<file path="config.mk">
export PLATFORM = sky130hd
export DESIGN_NAME = svg_path_segment_normalizer_top
export DESIGN_NICKNAME = d
export VERILOG_FILES = /design/src/hdl/svgn_pkg.sv /design/src/hdl/svgn_in_stage.sv /design/src/hdl/svgn_seg_unit.sv /design/src/hdl/svgn_out_stage.sv /design/src/hdl/svg_path_segment_normalizer_top.sv
export SDC_FILE = /design/constraint.sdc
export NUM_CORES = 2
export LEC_CHECK = 0
export ABC_AREA = 1
export BUFFER_PORTS_ARGS = -buffer_cell sky130_fd_sc_hd__buf_2
export CAP_MARGIN = 20
export CORE_MARGIN = 3
export CORE_UTILIZATION = 60
export DETAILED_ROUTE_END_ITERATION = 8
export PLACE_DENSITY = 0.81
export REMOVE_ABC_BUFFERS = 1
export SLEW_MARGIN = 40
export SYNTH_ARGS = -nofsm -noshare
export SYNTH_HDL_FRONTEND = slang
export SYNTH_HIERARCHICAL = 1
export SYNTH_SLANG_ARGS = --single-unit
</file>
<file path="constraint.sdc">
create_clock -name aclk -period 26.6 [get_ports aclk]
set_clock_uncertainty 0.15 [all_clocks]
set_input_delay 5.32 -clock aclk [delete_from_list [all_inputs] [get_ports aclk]]
set_output_delay 5.32 -clock aclk [all_outputs]
set_load 0.02 [all_outputs]
</file>
<file path="src/hdl/svgn_pkg.sv">
`default_nettype none
package svgn_pkg;

    localparam int COORD_WIDTH = 32;
    localparam int FRAC_BITS   = 16;   // Q16.16; adds do not depend on it
    localparam int CMD_WIDTH   = 5;
    localparam int KIND_WIDTH  = 3;
    localparam int GRP_WIDTH   = CMD_WIDTH - 1;
    localparam int FAM_WIDTH   = 2;

    typedef logic signed [COORD_WIDTH-1:0] coord_t;

    localparam coord_t COORD_MAX = coord_t'({1'b0, {(COORD_WIDTH-1){1'b1}}});
    localparam coord_t COORD_MIN = coord_t'({1'b1, {(COORD_WIDTH-1){1'b0}}});
    localparam coord_t COORD_ZERO = coord_t'(0);

    // highest valid command code (z)
    localparam logic [CMD_WIDTH-1:0] CMD_LAST = 5'd19;

    // command groups: code >> 1, the low bit marks relative
    localparam logic [GRP_WIDTH-1:0] GRP_MOVE   = 4'd0;
    localparam logic [GRP_WIDTH-1:0] GRP_LINE   = 4'd1;
    localparam logic [GRP_WIDTH-1:0] GRP_HORIZ  = 4'd2;
    localparam logic [GRP_WIDTH-1:0] GRP_VERT   = 4'd3;
    localparam logic [GRP_WIDTH-1:0] GRP_CUBIC  = 4'd4;
    localparam logic [GRP_WIDTH-1:0] GRP_SCUBIC = 4'd5;
    localparam logic [GRP_WIDTH-1:0] GRP_QUAD   = 4'd6;
    localparam logic [GRP_WIDTH-1:0] GRP_SQUAD  = 4'd7;
    localparam logic [GRP_WIDTH-1:0] GRP_ARC    = 4'd8;
    localparam logic [GRP_WIDTH-1:0] GRP_CLOSE  = 4'd9;

    localparam logic [KIND_WIDTH-1:0] KIND_MOVE  = 3'd0;
    localparam logic [KIND_WIDTH-1:0] KIND_LINE  = 3'd1;
    localparam logic [KIND_WIDTH-1:0] KIND_CUBIC = 3'd2;
    localparam logic [KIND_WIDTH-1:0] KIND_QUAD  = 3'd3;
    localparam logic [KIND_WIDTH-1:0] KIND_ARC   = 3'd4;
    localparam logic [KIND_WIDTH-1:0] KIND_CLOSE = 3'd5;

    localparam logic [FAM_WIDTH-1:0] FAM_NONE  = 2'd0;
    localparam logic [FAM_WIDTH-1:0] FAM_CUBIC = 2'd1;
    localparam logic [FAM_WIDTH-1:0] FAM_QUAD  = 2'd2;

    localparam int DATA_BITS  = 9 * COORD_WIDTH + 2;
    localparam int TDATA_BITS = ((DATA_BITS + 7) / 8) * 8;

    typedef struct packed {
        logic [CMD_WIDTH-1:0] cmd;
        coord_t               ctrl1_x;
        coord_t               ctrl1_y;
        coord_t               ctrl2_x;
        coord_t               ctrl2_y;
        coord_t               end_x;
        coord_t               end_y;
        coord_t               radius_x;
        coord_t               radius_y;
        coord_t               rotation_angle;
        logic                 large_arc;
        logic                 sweep_cw;
    } item_t;

    typedef struct packed {
        logic [KIND_WIDTH-1:0] seg_kind;
        coord_t                out_c1_x;
        coord_t                out_c1_y;
        coord_t                out_c2_x;
        coord_t                out_c2_y;
        coord_t                out_end_x;
        coord_t                out_end_y;
        coord_t                out_radius_x;
        coord_t                out_radius_y;
        coord_t                out_rotation;
        logic                  out_large_arc;
        logic                  out_sweep;
    } seg_t;

    // handshake between the stages
    typedef struct packed {
        logic fire;     // input register hands its item on this cycle
        logic load;     // a result enters the output register
    } stage_ctl_t;

    // a + b, saturated to the coordinate range
    function automatic coord_t sat_add(input coord_t a, input coord_t b);
        logic [COORD_WIDTH:0] s;
        s = {a[COORD_WIDTH-1], a} + {b[COORD_WIDTH-1], b};
        if (s[COORD_WIDTH] != s[COORD_WIDTH-1])
            sat_add = s[COORD_WIDTH] ? COORD_MIN : COORD_MAX;
        else
            sat_add = coord_t'(s[COORD_WIDTH-1:0]);
    endfunction

    // 2*p - c, saturated
    function automatic coord_t reflect(input coord_t p, input coord_t c);
        logic [COORD_WIDTH+1:0] r;
        r = {p[COORD_WIDTH-1], p, 1'b0} - {{2{c[COORD_WIDTH-1]}}, c};
        if ((r[COORD_WIDTH+1:COORD_WIDTH-1] == 3'b000) ||
            (r[COORD_WIDTH+1:COORD_WIDTH-1] == 3'b111))
            reflect = coord_t'(r[COORD_WIDTH-1:0]);
        else
            reflect = r[COORD_WIDTH+1] ? COORD_MIN : COORD_MAX;
    endfunction

endpackage
`default_nettype wire

</file>
<file path="src/hdl/svgn_in_stage.sv">
`default_nettype none
module svgn_in_stage (
    input  wire logic            aclk,
    input  wire logic            aresetn,
    input  wire logic            in_valid,
    output logic                 in_ready,
    input  wire svgn_pkg::item_t in_item,
    input  wire logic            fire,
    output logic                 item_valid,
    output svgn_pkg::item_t      item
);

    logic            valid_reg;
    svgn_pkg::item_t item_reg;

    // take a new item when empty or when the held one moves on
    assign in_ready   = !valid_reg || fire;
    assign item_valid = valid_reg;
    assign item       = item_reg;

    always_ff @(posedge aclk) begin
        if (!aresetn) begin
            valid_reg <= 1'b0;
        end else if (in_ready) begin
            valid_reg <= in_valid;
        end
    end

    always_ff @(posedge aclk) begin
        if (in_valid && in_ready) begin
            item_reg <= in_item;
        end
    end

endmodule
`default_nettype wire

</file>
<file path="src/hdl/svgn_seg_unit.sv">
`default_nettype none
module svgn_seg_unit (
    input  wire logic            aclk,
    input  wire logic            aresetn,
    input  wire logic            fire,
    input  wire svgn_pkg::item_t item,
    output logic                 seg_ok,
    output svgn_pkg::seg_t       seg
);

    svgn_pkg::coord_t cur_x_reg, cur_y_reg, start_x_reg, start_y_reg;
    svgn_pkg::coord_t cubic_x_reg, cubic_y_reg, quad_x_reg, quad_y_reg;
    logic [svgn_pkg::FAM_WIDTH-1:0] fam_reg;

    svgn_pkg::coord_t cur_x_next, cur_y_next, start_x_next, start_y_next;
    svgn_pkg::coord_t cubic_x_next, cubic_y_next, quad_x_next, quad_y_next;
    logic [svgn_pkg::FAM_WIDTH-1:0] fam_next;

    svgn_pkg::coord_t bx, by, c1x, c1y, c2x, c2y, ex, ey;
    logic [svgn_pkg::GRP_WIDTH-1:0] grp;
    logic update;

    assign seg_ok = (item.cmd <= svgn_pkg::CMD_LAST);
    assign update = fire && seg_ok;
    assign grp    = item.cmd[svgn_pkg::CMD_WIDTH-1:1];

    always_comb begin
        bx  = item.cmd[0] ? cur_x_reg : svgn_pkg::COORD_ZERO;
        by  = item.cmd[0] ? cur_y_reg : svgn_pkg::COORD_ZERO;
        c1x = svgn_pkg::sat_add(bx, item.ctrl1_x);
        c1y = svgn_pkg::sat_add(by, item.ctrl1_y);
        c2x = svgn_pkg::sat_add(bx, item.ctrl2_x);
        c2y = svgn_pkg::sat_add(by, item.ctrl2_y);
        ex  = svgn_pkg::sat_add(bx, item.end_x);
        ey  = svgn_pkg::sat_add(by, item.end_y);

        cur_x_next   = cur_x_reg;
        cur_y_next   = cur_y_reg;
        start_x_next = start_x_reg;
        start_y_next = start_y_reg;
        cubic_x_next = cubic_x_reg;
        cubic_y_next = cubic_y_reg;
        quad_x_next  = quad_x_reg;
        quad_y_next  = quad_y_reg;
        fam_next     = svgn_pkg::FAM_NONE;
        seg          = '0;

        unique case (grp)
            svgn_pkg::GRP_MOVE: begin
                seg.seg_kind = svgn_pkg::KIND_MOVE;
                cur_x_next   = ex;
                cur_y_next   = ey;
                start_x_next = ex;
                start_y_next = ey;
            end
            svgn_pkg::GRP_LINE: begin
                seg.seg_kind = svgn_pkg::KIND_LINE;
                cur_x_next   = ex;
                cur_y_next   = ey;
            end
            svgn_pkg::GRP_HORIZ: begin
                seg.seg_kind = svgn_pkg::KIND_LINE;
                cur_x_next   = ex;
            end
            svgn_pkg::GRP_VERT: begin
                seg.seg_kind = svgn_pkg::KIND_LINE;
                cur_y_next   = ey;
            end
            svgn_pkg::GRP_CUBIC: begin
                seg.seg_kind = svgn_pkg::KIND_CUBIC;
                seg.out_c1_x = c1x;
                seg.out_c1_y = c1y;
                cubic_x_next = c2x;
                cubic_y_next = c2y;
                cur_x_next   = ex;
                cur_y_next   = ey;
                fam_next     = svgn_pkg::FAM_CUBIC;
            end
            svgn_pkg::GRP_SCUBIC: begin
                seg.seg_kind = svgn_pkg::KIND_CUBIC;
                if (fam_reg == svgn_pkg::FAM_CUBIC) begin
                    seg.out_c1_x = svgn_pkg::reflect(cur_x_reg, cubic_x_reg);
                    seg.out_c1_y = svgn_pkg::reflect(cur_y_reg, cubic_y_reg);
                end else begin
                    seg.out_c1_x = cur_x_reg;
                    seg.out_c1_y = cur_y_reg;
                end
                cubic_x_next = c2x;
                cubic_y_next = c2y;
                cur_x_next   = ex;
                cur_y_next   = ey;
                fam_next     = svgn_pkg::FAM_CUBIC;
            end
            svgn_pkg::GRP_QUAD: begin
                seg.seg_kind = svgn_pkg::KIND_QUAD;
                quad_x_next  = c1x;
                quad_y_next  = c1y;
                cur_x_next   = ex;
                cur_y_next   = ey;
                fam_next     = svgn_pkg::FAM_QUAD;
            end
            svgn_pkg::GRP_SQUAD: begin
                seg.seg_kind = svgn_pkg::KIND_QUAD;
                if (fam_reg == svgn_pkg::FAM_QUAD) begin
                    quad_x_next = svgn_pkg::reflect(cur_x_reg, quad_x_reg);
                    quad_y_next = svgn_pkg::reflect(cur_y_reg, quad_y_reg);
                end else begin
                    quad_x_next = cur_x_reg;
                    quad_y_next = cur_y_reg;
                end
                cur_x_next   = ex;
                cur_y_next   = ey;
                fam_next     = svgn_pkg::FAM_QUAD;
            end
            svgn_pkg::GRP_ARC: begin
                seg.seg_kind      = svgn_pkg::KIND_ARC;
                seg.out_radius_x  = item.radius_x;
                seg.out_radius_y  = item.radius_y;
                seg.out_rotation  = item.rotation_angle;
                seg.out_large_arc = item.large_arc;
                seg.out_sweep     = item.sweep_cw;
                cur_x_next        = ex;
                cur_y_next        = ey;
            end
            default: begin
                // close, and codes past z which never update
                seg.seg_kind = svgn_pkg::KIND_CLOSE;
                cur_x_next   = start_x_reg;
                cur_y_next   = start_y_reg;
            end
        endcase

        if (seg.seg_kind == svgn_pkg::KIND_CUBIC) begin
            seg.out_c2_x = cubic_x_next;
            seg.out_c2_y = cubic_y_next;
        end
        if (seg.seg_kind == svgn_pkg::KIND_QUAD) begin
            seg.out_c1_x = quad_x_next;
            seg.out_c1_y = quad_y_next;
        end
        seg.out_end_x = cur_x_next;
        seg.out_end_y = cur_y_next;
    end

    always_ff @(posedge aclk) begin
        if (!aresetn) begin
            cur_x_reg   <= '0;
            cur_y_reg   <= '0;
            start_x_reg <= '0;
            start_y_reg <= '0;
            cubic_x_reg <= '0;
            cubic_y_reg <= '0;
            quad_x_reg  <= '0;
            quad_y_reg  <= '0;
            fam_reg     <= svgn_pkg::FAM_NONE;
        end else if (update) begin
            cur_x_reg   <= cur_x_next;
            cur_y_reg   <= cur_y_next;
            start_x_reg <= start_x_next;
            start_y_reg <= start_y_next;
            cubic_x_reg <= cubic_x_next;
            cubic_y_reg <= cubic_y_next;
            quad_x_reg  <= quad_x_next;
            quad_y_reg  <= quad_y_next;
            fam_reg     <= fam_next;
        end
    end

    a_close_returns: assert property (@(posedge aclk) disable iff (!aresetn)
        (update && grp == svgn_pkg::GRP_CLOSE) |=>
            (cur_x_reg == start_x_reg && cur_y_reg == start_y_reg &&
             fam_reg == svgn_pkg::FAM_NONE))
        else $error("close did not return to subpath start");

    a_move_sets_start: assert property (@(posedge aclk) disable iff (!aresetn)
        (update && grp == svgn_pkg::GRP_MOVE) |=>
            (start_x_reg == cur_x_reg && start_y_reg == cur_y_reg))
        else $error("move did not set subpath start");

    a_bad_cmd_holds: assert property (@(posedge aclk) disable iff (!aresetn)
        (fire && !seg_ok) |=>
            ($stable(cur_x_reg) && $stable(cur_y_reg) && $stable(fam_reg) &&
             $stable(quad_x_reg) && $stable(cubic_x_reg)))
        else $error("unknown command changed state");

    a_fam_code: assert property (@(posedge aclk) disable iff (!aresetn)
        (fam_reg == svgn_pkg::FAM_NONE || fam_reg == svgn_pkg::FAM_CUBIC ||
         fam_reg == svgn_pkg::FAM_QUAD))
        else $error("curve family out of range");

endmodule
`default_nettype wire

</file>
<file path="src/hdl/svgn_out_stage.sv">
`default_nettype none
module svgn_out_stage (
    input  wire logic           aclk,
    input  wire logic           aresetn,
    input  wire logic           load,
    input  wire svgn_pkg::seg_t seg_in,
    input  wire logic           out_ready,
    output logic                out_valid,
    output logic                out_free,
    output svgn_pkg::seg_t      seg_out
);

    logic           valid_reg;
    svgn_pkg::seg_t seg_reg;

    // free when empty or the held item leaves this cycle
    assign out_free  = !valid_reg || out_ready;
    assign out_valid = valid_reg;
    assign seg_out   = seg_reg;

    always_ff @(posedge aclk) begin
        if (!aresetn) begin
            valid_reg <= 1'b0;
        end else if (load) begin
            valid_reg <= 1'b1;
        end else if (out_ready) begin
            valid_reg <= 1'b0;
        end
    end

    always_ff @(posedge aclk) begin
        if (load) begin
            seg_reg <= seg_in;
        end
    end

endmodule
`default_nettype wire

</file>
<file path="src/hdl/svg_path_segment_normalizer_top.sv">
// Path: an accepted item passes through the input register, then the segment
//   logic into the output register, which drives m_tvalid.
// Throughput: one item per cycle while m_tready stays high; the current point and
//   control point registers in the segment unit update as each known command moves on.
// Reset: synchronous, active low; clears both stage valids, the current point,
//   subpath start, stored control points and curve family.
`default_nettype none
module svg_path_segment_normalizer_top (
    input  wire logic                            aclk,
    input  wire logic                            aresetn,
    // input commands
    input  wire logic                            s_tvalid,
    output logic                                 s_tready,
    // ctrl1_x, ctrl1_y, ctrl2_x, ctrl2_y, end_x, end_y, radius_x, radius_y,
    // rotation_angle, large_arc, sweep_cw, zero pad
    input  wire logic [svgn_pkg::TDATA_BITS-1:0] s_tdata,
    // cmd
    input  wire logic [svgn_pkg::CMD_WIDTH-1:0]  s_tuser,
    // absolute segments
    output logic                                 m_tvalid,
    input  wire logic                            m_tready,
    // out_c1_x, out_c1_y, out_c2_x, out_c2_y, out_end_x, out_end_y,
    // out_radius_x, out_radius_y, out_rotation, out_large_arc, out_sweep, zero pad
    output logic [svgn_pkg::TDATA_BITS-1:0]      m_tdata,
    // seg_kind
    output logic [svgn_pkg::KIND_WIDTH-1:0]      m_tuser
);

    localparam int W = svgn_pkg::COORD_WIDTH;

    svgn_pkg::item_t    in_item;
    svgn_pkg::item_t    item;
    svgn_pkg::seg_t     seg;
    svgn_pkg::seg_t     seg_out;
    svgn_pkg::stage_ctl_t ctl;
    logic               item_valid;
    logic               seg_ok;
    logic               out_free;

    // unpack the input item, first field in the low bits
    always_comb begin
        in_item.cmd            = s_tuser;
        in_item.ctrl1_x        = svgn_pkg::coord_t'(s_tdata[0*W +: W]);
        in_item.ctrl1_y        = svgn_pkg::coord_t'(s_tdata[1*W +: W]);
        in_item.ctrl2_x        = svgn_pkg::coord_t'(s_tdata[2*W +: W]);
        in_item.ctrl2_y        = svgn_pkg::coord_t'(s_tdata[3*W +: W]);
        in_item.end_x          = svgn_pkg::coord_t'(s_tdata[4*W +: W]);
        in_item.end_y          = svgn_pkg::coord_t'(s_tdata[5*W +: W]);
        in_item.radius_x       = svgn_pkg::coord_t'(s_tdata[6*W +: W]);
        in_item.radius_y       = svgn_pkg::coord_t'(s_tdata[7*W +: W]);
        in_item.rotation_angle = svgn_pkg::coord_t'(s_tdata[8*W +: W]);
        in_item.large_arc      = s_tdata[9*W];
        in_item.sweep_cw       = s_tdata[9*W+1];
    end

    // advance the held item whenever the output register can take a result;
    // drop items with unknown commands without a result
    assign ctl.fire = item_valid && out_free;
    assign ctl.load = ctl.fire && seg_ok;

    svgn_in_stage u_in (
        .aclk       (aclk),
        .aresetn    (aresetn),
        .in_valid   (s_tvalid),
        .in_ready   (s_tready),
        .in_item    (in_item),
        .fire       (ctl.fire),
        .item_valid (item_valid),
        .item       (item)
    );

    svgn_seg_unit u_seg (
        .aclk    (aclk),
        .aresetn (aresetn),
        .fire    (ctl.fire),
        .item    (item),
        .seg_ok  (seg_ok),
        .seg     (seg)
    );

    svgn_out_stage u_out (
        .aclk      (aclk),
        .aresetn   (aresetn),
        .load      (ctl.load),
        .seg_in    (seg),
        .out_ready (m_tready),
        .out_valid (m_tvalid),
        .out_free  (out_free),
        .seg_out   (seg_out)
    );

    // pack the result item
    assign m_tuser = seg_out.seg_kind;
    assign m_tdata = {
        {(svgn_pkg::TDATA_BITS - svgn_pkg::DATA_BITS){1'b0}},
        seg_out.out_sweep,
        seg_out.out_large_arc,
        seg_out.out_rotation,
        seg_out.out_radius_y,
        seg_out.out_radius_x,
        seg_out.out_end_y,
        seg_out.out_end_x,
        seg_out.out_c2_y,
        seg_out.out_c2_x,
        seg_out.out_c1_y,
        seg_out.out_c1_x
    };

endmodule
`default_nettype wire

</file>
# Word-level counts from Yosys, hierarchy flattened
# Index checks and enable logic that the tools add are counted.
# totals
input_bits,305
reg_bits,848
# classes
add_sub_neg,10
order_cmp,1
reduce_logical,23
mux,37
n_eq_ne,22
# ops
cell,n
$mux W32,26
$pmux W32 S2,4
$add A32 B32 Y33,6
$sub A33 B32 Y34,4
$mux W64,2
$pmux W64 S2,1
$eq A4 B3 Y1 const B,4
$reduce_or A8 Y1,2
$pmux W3 S5,1
$eq A3 B3 Y1 const B,4
$logic_not A3 Y1,4
$eq A4 B2 Y1 const B,2
$eq A3 B2 Y1 const B,2
$logic_or A1 B1 Y1,6
$ne A1 B1 Y1,6
$le A5 B5 Y1 const B,1
$eq A4 B1 Y1 const B,1
$eq A4 B4 Y1 const B,1
$logic_not A4 Y1,1
$pmux W2 S2,1
$reduce_or A2 Y1,2
$logic_and A1 B1 Y1,3
$reduce_or A3 Y1,1
$eq A2 B1 Y1 const B,1
other kinds (5),7

# Longest topological paths before layout
# logic_depth
ltp_word,7
depth_mapped,26
ltp_nobuf,24

# By module
# Netlist, hierarchy kept.
# modules_own_cells
module,area_each_um2,cells_each,n_inst
svgn_seg_unit,37913.9,6837,1
svgn_in_stage,8909.8,302,1
svgn_out_stage,8844.7,299,1
svg_path_segment_normalizer_top,66.3,11,1

# Worst setup path before layout
# OpenSTA, ideal clock, no wires.
# synth_path
path_type,input to register
startpoint,input m_tready
endpoint,"register u_in.item_reg, in the netlist u_in/item[0] (enable)"
required_ns,25.401
arrival_ns,19.730
path_stages,6
slack_ns,5.672
path_cell_list,inv_1 -> nand2_2 -> nand2_1 -> inv_1 -> inv_2 -> a21oi_1
# synth_lines
item,line,text
"start, declared",svg_path_segment_normalizer_top.sv:21,"input wire logic m_tready,"
"end signal, assigned",svgn_in_stage.sv:31,item_reg <= in_item;
"end, declared",svgn_in_stage.sv:14,svgn_pkg::item_t item_reg;

==> flow_summary.ini <==
[worst_hold_path]
hp-class = register to register
worstHoldStart = u_seg/fam_reg[0]$_SDFFE_PN0P_

[worst_setup_path]
crit_end = s_tready
startpoint = m_tready
crit_arrival_ns = 6.29
worst_setup_path_start_kind = input pin
worstSetupEndpointType = output pin
timing.rr.end = u_out/seg_out[255]$_DFFE_PP_
rrSetupSlack_ns = 20.82
reg2reg_from = u_in/item[290]$_DFFE_PP_
required_ns = 21.13
crit_fanout = 4
worstRegToRegCells = 23
crit_type = input pin to output pin

[final_layout]
area_growth_pct = 12.3
fin_util_pct = 68.1
layout_commonest_cell = nand2_1
largest_reg_flops = 295
mostFrequentLayoutCells = nand2_1 (1929), inv_1 (1104), a21oi_1 (842)
drive_above_1_share_pct = 11.3
final_nets = 8577

[clock_tree]
clock-root-buffer = clkbuf_16
clock_latency_ns = 0.71
clk_pin_slew_worst_paths_ns = 0.06
cts_sinks = 848
ctsHoldBuffers = 0
cts-resized-gates = 0
cts_max_level = 3
postCtsSetupBuffers = 0
ctsLongestPathBuffers = 3
cts_buffers = 87
cts_tree = yes

[routing]
wl_per_cell_um = 23.5
vias = 55700
drtAntennaViolNets = 0
drt-initial-drc-count = 8684
drt_pass1_iterations = 9
drc = 0
vias_per_cell = 6.01
wl_mm = 218

[yosys]
ys_seq_elements = 848
yosysTopAreaCell = edfxtp_1
synthCells = 7449
synth_cell_type_count = 60
synth_area_per_cell_um2 = 7.48
syn-cell-area_um2 = 55700
synth_warnings = 6
netlist_top_cells_area = edfxtp_1 (32%), nand2_1 (13%), dfxtp_1 (9.3%), a21oi_1 (7.6%), inv_1 (7.4%)
synthFlopType = edfxtp_1
synthArstFlopShare_pct = 0
yosys.area.top_type_share_pct = 31.7
synth_edf_count = 588
ys_seq_area_share_pct = 41.0

[floorplan]
die_area_um2 = 96600
io_pins = 606
row_count = 111
placeableCoreArea_um2 = 91900
die_x_um = 311
start_util_pct = 60.6
die_h_um = 311

[timing]
post-route-period-util_pct = 44.2
timing_hold_violations_final = 0
setup_viol = 0
rsz0062_at_grt = false
fmax_ghz = 0.0850
slew_headroom_pct = 31.8
period_minus_slack_ns = 11.76
worst_slack_ns = 14.84
tns_ns = 0
drv_slew = 0
tightestPinTransition_ns = 1.01

[global_routing]
grt_overflow_total = 0
grt_max_degree = 147
grt.total_usage_pct = 43.5
grt_pass1_vias = 52100
grt_first_pass_wirelength_mm = 319
antenna_found_initial = 11

[placement]
io_buffers = 593
place_ws_ns = 14.85
place_congestion = 1.05
dp_hpwl_mm = 168

[power_and_ir_drop]
total_power_uw = 4040
power.internal_uw = 2550
sw_frac_of_total_pct = 37.0
power.share.combinational_pct = 30.2
ir_drop_mv = 0.0638
power_density_nw_per_um2 = 64.6
p_leak_uw = 0.0307
switching_power_uw = 1500
seqPwrFrac_pct = 38.5
clockPowerShare_pct = 31.3

[run]
max_cap_violations = 0

[run_status]
status = completed
-- kinds of logic after synthesis --
logic type | Yosys count | share of synthesized area [%]
other | 1 | 0.00673
buffers and inverters | 1368 | 9.72
AND/OR/NAND/NOR | 3215 | 23.7
adder cells (fa/ha/maj) | 330 | 7.54
XOR/XNOR | 250 | 3.96
flip-flops | 848 | 41.0
AO/OA/AOI/OAI | 1437 | 14.1
-- area by class of cell --
cell class	count	area [um2]
Fill cell	7610	29300
Inverter	1124	4230
Antenna cell	6	15.0
Clock buffer	119	2410
Tap cell	1243	1560
Timing Repair Buffer	643	3460
Clock inverter	44	518
Sequential cell	848	22900
Multi-Input combinational cell	5238	27600
-- metrics by stage --
stage | cell area (um2) | cells | hold slack [ns]
3_5_place_dp | 59600 | 9093 | 0.305
2_1_floorplan | 54600 | 7210 | 0.291
3_3_place_gp | 59500 | 9092 | 0.298
4_1_cts | 62500 | 9256 | 0.314
5_1_grt | 62600 | 9262 | 0.333
6_report | 62600 | 9265 | 0.316
-- worst min path at each step --
stage	to	slack, ns	depth (start not counted)
after floorplan	u_seg/fam_reg[0]$_SDFFE_PN0P_	0.29	2
after global placement	u_seg/fam_reg[0]$_SDFFE_PN0P_	0.30	2
after detailed placement	u_seg/fam_reg[0]$_SDFFE_PN0P_	0.30	2
after CTS	u_seg/fam_reg[0]$_SDFFE_PN0P_	0.31	2
after global routing	u_seg/quad_x_reg[31]$_SDFFE_PN0P_	0.33	2
final	u_seg/fam_reg[0]$_SDFFE_PN0P_	0.32	2
-- cells in the mapped netlist, drive strengths merged (7+ instances only) --
cell type / instances
a21o: 42
a21boi: 20
buf: 89
inv: 1121
ha: 320
o21ai: 347
dfxtp: 260
xnor2: 88
o21bai: 47
a31oi: 31
nand3: 388
and2: 31
nand4: 58
o211ai: 32
nor4: 12
clkbuf: 155
nand3b: 21
fa: 10
a21oi: 850
nor2: 671
o22ai: 39
nor3: 54
or2: 7
xor2: 162
nand2: 1967
o21a: 16
edfxtp: 588
-- critical path, stage by stage --
cell and delay (ns):
buf_2 0.08, inv_1 0.04, nand2_2 0.10, nand2_1 0.12, inv_1 0.28, inv_2 0.11
nand2_2 0.09, buf_2 0.16
-- per-layer routing --
layer | vias to the layer above | track usage [%] | wire, um
met5 | - | 0 | 13
met4 | 2 | 20.9 | 12900
met3 | 651 | 12.6 | 30900
met2 | 4041 | 64.0 | 89900
met1 | 25700 | 59.0 | 83800
li1 | 25400 | - | -
-- power groups by stage --
stage,sequential [uW],clock [uW],combinational [uW]
global route,1560,1310,1320
detailed placement,1580,0,1160
finish,1560,1260,1220
global placement,1580,0,1140
floorplan,1610,0,750
CTS,1560,1270,1170
Power figures use the tool's default switching activity.
